### config.mk
export PLATFORM = sky130hd
export DESIGN_NAME = hbwf_ctrl
export DESIGN_NICKNAME = d
export VERILOG_FILES = /design/src/design/hbwf_pkg.sv /design/src/design/hbwf_ctrl.sv
export SDC_FILE = /design/constraint.sdc
export NUM_CORES = 1
export LEC_CHECK = 0
export BUFFER_PORTS_ARGS = -buffer_cell sky130_fd_sc_hd__buf_2
export CAP_MARGIN = 0
export CELL_PAD_IN_SITES_DETAIL_PLACEMENT = 1
export CELL_PAD_IN_SITES_GLOBAL_PLACEMENT = 2
export CORE_AREA = 2 2 42 44
export CTS_CLUSTER_SIZE = 24
export DETAILED_ROUTE_END_ITERATION = 6
export DIE_AREA = 0 0 44 46
export GPL_ROUTABILITY_DRIVEN = 0
export MAX_ROUTING_LAYER = met4
export PLACE_DENSITY_LB_ADDON = 0.05
export SYNTH_ARGS = -nofsm -noshare
export SYNTH_HDL_FRONTEND = slang
export SYNTH_SLANG_ARGS = --single-unit
### constraint.sdc
create_clock -name i_clk -period 2.6 [get_ports i_clk]
set_input_delay 0.78 -clock i_clk [delete_from_list [all_inputs] [get_ports i_clk]]
set_output_delay 0.78 -clock i_clk [all_outputs]
set_load 0.02 [all_outputs]
### src/design/hbwf_pkg.sv
// Package for the box wall force block: controller states, command and status structs,
// wall codes and configuration register indexes.
// No dependencies.
package hbwf_pkg;

    localparam logic [2:0] NO_WALL = 3'd6;

    localparam logic [2:0] REG_CX   = 3'd0;
    localparam logic [2:0] REG_CY   = 3'd1;
    localparam logic [2:0] REG_CZ   = 3'd2;
    localparam logic [2:0] REG_SX   = 3'd3;
    localparam logic [2:0] REG_SY   = 3'd4;
    localparam logic [2:0] REG_SZ   = 3'd5;
    localparam logic [2:0] REG_GAIN = 3'd6;
    localparam logic [2:0] REG_RAD  = 3'd7;

    typedef enum logic [3:0] {
        ST_IDLE,
        ST_DIST,
        ST_DEPTH,
        ST_SQRT,
        ST_FACE,
        ST_MUL,
        ST_OUT
    } t_state;

    typedef struct packed {
        logic       load;
        logic       dist_step;
        logic       depth_start;
        logic       sqrt_step;
        logic       face_calc;
        logic       mul_calc;
        logic       out_load;
        logic       depth_fresh;
    } t_cmd;

    typedef struct packed {
        logic       dist_done;
        logic       sqrt_done;
        logic       need_sqrt;
    } t_status;

endpackage

### src/design/hbwf_ctrl.sv
// Controller state machine for the box wall force block.
// Depends on hbwf_pkg.
module hbwf_ctrl (
    input  logic               i_clk,
    input  logic               i_rst_n,
    input  logic               i_in_fire,
    input  logic               i_out_free,
    input  hbwf_pkg::t_status  i_status,
    output hbwf_pkg::t_cmd     o_cmd,
    output logic               o_busy
);
    hbwf_pkg::t_state r_state, n_state;
    logic r_pass, n_pass;

    always_ff @(posedge i_clk) begin
        if (!i_rst_n) begin
            r_state <= hbwf_pkg::ST_IDLE;
            r_pass  <= 1'b0;
        end else begin
            r_state <= n_state;
            r_pass  <= n_pass;
        end
    end

    always_comb begin
        n_state = r_state;
        n_pass  = r_pass;
        unique case (r_state)
            hbwf_pkg::ST_IDLE: if (i_in_fire) begin
                n_state = hbwf_pkg::ST_DIST;
                n_pass  = 1'b0;
            end
            hbwf_pkg::ST_DIST: if (i_status.dist_done) n_state = hbwf_pkg::ST_DEPTH;
            hbwf_pkg::ST_DEPTH: n_state = i_status.need_sqrt ? hbwf_pkg::ST_SQRT
                                                             : hbwf_pkg::ST_FACE;
            hbwf_pkg::ST_SQRT: if (i_status.sqrt_done) n_state = hbwf_pkg::ST_FACE;
            hbwf_pkg::ST_FACE: begin
                if (!r_pass) begin
                    n_pass  = 1'b1;
                    n_state = hbwf_pkg::ST_DEPTH;
                end else begin
                    n_state = hbwf_pkg::ST_MUL;
                end
            end
            hbwf_pkg::ST_MUL: n_state = hbwf_pkg::ST_OUT;
            hbwf_pkg::ST_OUT: if (i_out_free) n_state = hbwf_pkg::ST_IDLE;
            default: n_state = hbwf_pkg::ST_IDLE;
        endcase
    end

    always_comb begin
        o_cmd = '0;
        o_cmd.depth_fresh = !r_pass;
        unique case (r_state)
            hbwf_pkg::ST_IDLE:  o_cmd.load = i_in_fire;
            hbwf_pkg::ST_DIST:  o_cmd.dist_step = 1'b1;
            hbwf_pkg::ST_DEPTH: o_cmd.depth_start = 1'b1;
            hbwf_pkg::ST_SQRT:  o_cmd.sqrt_step = 1'b1;
            hbwf_pkg::ST_FACE:  o_cmd.face_calc = 1'b1;
            hbwf_pkg::ST_MUL:   o_cmd.mul_calc = 1'b1;
            hbwf_pkg::ST_OUT:   o_cmd.out_load = i_out_free;
            default: ;
        endcase
    end

    assign o_busy = (r_state != hbwf_pkg::ST_IDLE);

    a_load_idle: assert property (@(posedge i_clk) disable iff (!i_rst_n)
        o_cmd.load |-> r_state == hbwf_pkg::ST_IDLE) else $error("load outside idle");
    a_out_next_idle: assert property (@(posedge i_clk) disable iff (!i_rst_n)
        o_cmd.out_load |=> r_state == hbwf_pkg::ST_IDLE) else $error("bad out");
    a_mul_after_face: assert property (@(posedge i_clk) disable iff (!i_rst_n)
        r_state == hbwf_pkg::ST_MUL |-> $past(r_state) == hbwf_pkg::ST_FACE)
        else $error("mul order");
endmodule

==> impl_metrics.ini <==
[floorplanning]
die_h_um = 46
row_count = 15
die_x_um = 44
dieArea_mm2 = 0.00202
core_mm2 = 0.00161
io_pins = 16
start_util = 0.214

[grt]
grt_pass1_wl_mm = 1.58
grt_usage = 0.107
grt_max_degree = 13
antenna_found_initial = 0
grt_overflow = 0
grt_pass1_vias = 385

[final_layout]
mostFrequentLayoutCell = buf_2
areaGrowthSynthToFinish_pct = 27.9
drive_gt1_frac = 0.356
layout_common_cells = 15 x buf_2, 4 x nor2_1, 4 x dfxtp_1
diodes = 0
nets = 68

[sta]
fmax_mhz = 464
post-route-min-period_ps = 2160
worst_hold_slack_ps = 625
hold_viol = 0
clock_skew_ps = 5.78
fin_tns_setup_ps = 0
worstMarginPinSlew_ps = 395
setup_viol = 0
period_share = 0.829
slew_violations = 0
slew_headroom = 0.736
rsz0062_at_grt = false

[worst_setup_path]
cp.arrival_ps = 1380
slowest_stage = dfxtp_1
slowest_delay_ps = 550
path_buf_inv = 1
path_delay_family = flip-flops
reg2reg_setup_slack_ps = 1330
cp_cell_sequence = nor2b_1 > and2_1 > buf_2
r2r-start = r_state[0]
cp-end-kind = primary output
worstPathMaxFanout = 12
critPathKind = register to primary output
startpoint_type = register
rr_worst_depth = 4
rr_endpoint = r_pass
required_ps = 1820

[clocking]
clk_latency_ps = 240
clockRootBuffer = clkbuf_4
cts_made_buffers = 3
cts_max_level = 1
clkTransAtPathRegs_ps = 40
ctsHoldBuffers = 0
cts_tree = done
numClockSinks = 4
post_cts_buffers = 0
cts.path.max_buffers = 2
ctsResizeCount = 0

[drt]
vias = 359
wl_per_cell_um = 12.6
firstDrtPassIters = 3
postRouteAntennaNets = 0
post-route-drc-count = 0
drt_iter0_drc = 6
vias_per_cell = 4.72
routed_wl_um = 955

[synthesis]
syn_area_per_cell_um2 = 7.67
yosysSeqAreaShare = 0.232
synth_seq_cells = 4
ys_types = 25
synth_area_um2 = 345
synthCells = 45
ys_warn_count = 0
syn_nets = 52

[power]
power_density_mw_per_mm2 = 733
ir_drop_v = 0.000322
p_leak_nw = 0.215

[placement]
io_buffers = 15
hpwl_um = 719

[hold_path]
min_to = r_state[2]
holdPathStages = 2
hold_path_class = register to register
min-delay-start = r_pass

[job]
maxCapViolCount = 0

[status]
status = complete, no violations
## cell families (layout without fill, tap and decap cells)
kind of cell	Yosys count	after routing	share of synthesized area
compound gates	11	11	0.232
buf+inv	7	21	0.0978
flops	4	4	0.232
mux	2	2	0.0580
simple gates	21	21	0.380
## registers in the layout, summed over array words and instances, names as in the netlist
| name | cells |
|---|---|
| r_state | 3 |
| r_pass | 1 |
## tightest hold or removal path, stage by stage (launching register included)
cell      delay, ps
dfxtp_1         360
a22oi_1         100
a21boi_1        120
## cell type report
cell class / instances / area, um2
repair buffers: 15 / 75.1
multi-input cells: 34 / 231
clock buffers: 3 / 22.5
inverters: 3 / 11.3
fillers: 211 / 1170
flip-flops and latches: 4 / 80.1
well taps: 17 / 21.3
## through the flow
stage | instance area [um2] | power [W] | utilization | std cells | setup slack, ps
2_1_floorplan | 345 | 0.000207 | - | 45 | 794
3_3_place_gp | 419 | 0.000244 | 0.260 | 73 | 628
3_5_place_dp | 419 | 0.000247 | 0.260 | 73 | 620
6_report | 442 | 0.000324 | 0.274 | 76 | 443
4_1_cts | 442 | 0.000328 | 0.274 | 76 | 431
5_1_grt | 442 | 0.000348 | 0.274 | 76 | 348
## Yosys cell counts
| cell type | number | share of area |
|---|---|---|
| dfxtp_1 | 4 | 0.23 |
| nor2_1 | 4 | 0.043 |
| and2_1 | 3 | 0.054 |
| and2b_1 | 3 | 0.065 |
| buf_2 | 3 | 0.043 |
| nand2b_1 | 3 | 0.054 |
| a32o_1 | 2 | 0.058 |
| inv_1 | 2 | 0.022 |
| mux2i_1 | 2 | 0.058 |
| nand2_1 | 2 | 0.022 |
| nor2b_1 | 2 | 0.036 |
| o21ai_0 | 2 | 0.029 |
| a211oi_1 | 1 | 0.022 |
| a21boi_1 | 1 | 0.022 |
| a21oi_1 | 1 | 0.014 |
| a22oi_1 | 1 | 0.022 |
| and3_1 | 1 | 0.018 |
| buf_4 | 1 | 0.022 |
| inv_2 | 1 | 0.011 |
| nor2_4 | 1 | 0.033 |
| nor3b_1 | 1 | 0.022 |
| o21a_1 | 1 | 0.022 |
| o22ai_1 | 1 | 0.018 |
| o2bb2ai_1 | 1 | 0.025 |
| or3_4 | 1 | 0.033 |
## report_power, final
part,internal (W),leakage [nW],total (W),switching (W)
Combinational,0.0000670,0.168,0.000144,0.0000772
Clock,0.0000518,0.0138,0.0000795,0.0000277
Sequential,0.0000716,0.0326,0.000100,0.0000284
## metal layers
metal | GRT usage | part of all wire | vias to the layer above
li1 | - | - | 183
met1 | 0.129 | 0.45 | 162
met2 | 0.168 | 0.44 | 14
met3 | 0.0476 | 0.11 | 0
met4 | 0.0182 | 0 | 0
met5 | - | 0 | -
## worst max path at each step
stage / cells after the start / end / start
global route: 3 / o_cmd[4] / r_state[0]
CTS: 3 / o_cmd[4] / r_state[0]
floorplan: 1 / o_cmd[1] / i_out_free
finish: 3 / o_cmd[4] / r_state[0]
detailed placement: 4 / o_cmd[7] / i_in_fire
global placement: 4 / o_cmd[7] / i_in_fire
Note: power is estimated with default switching activity, not from simulation.
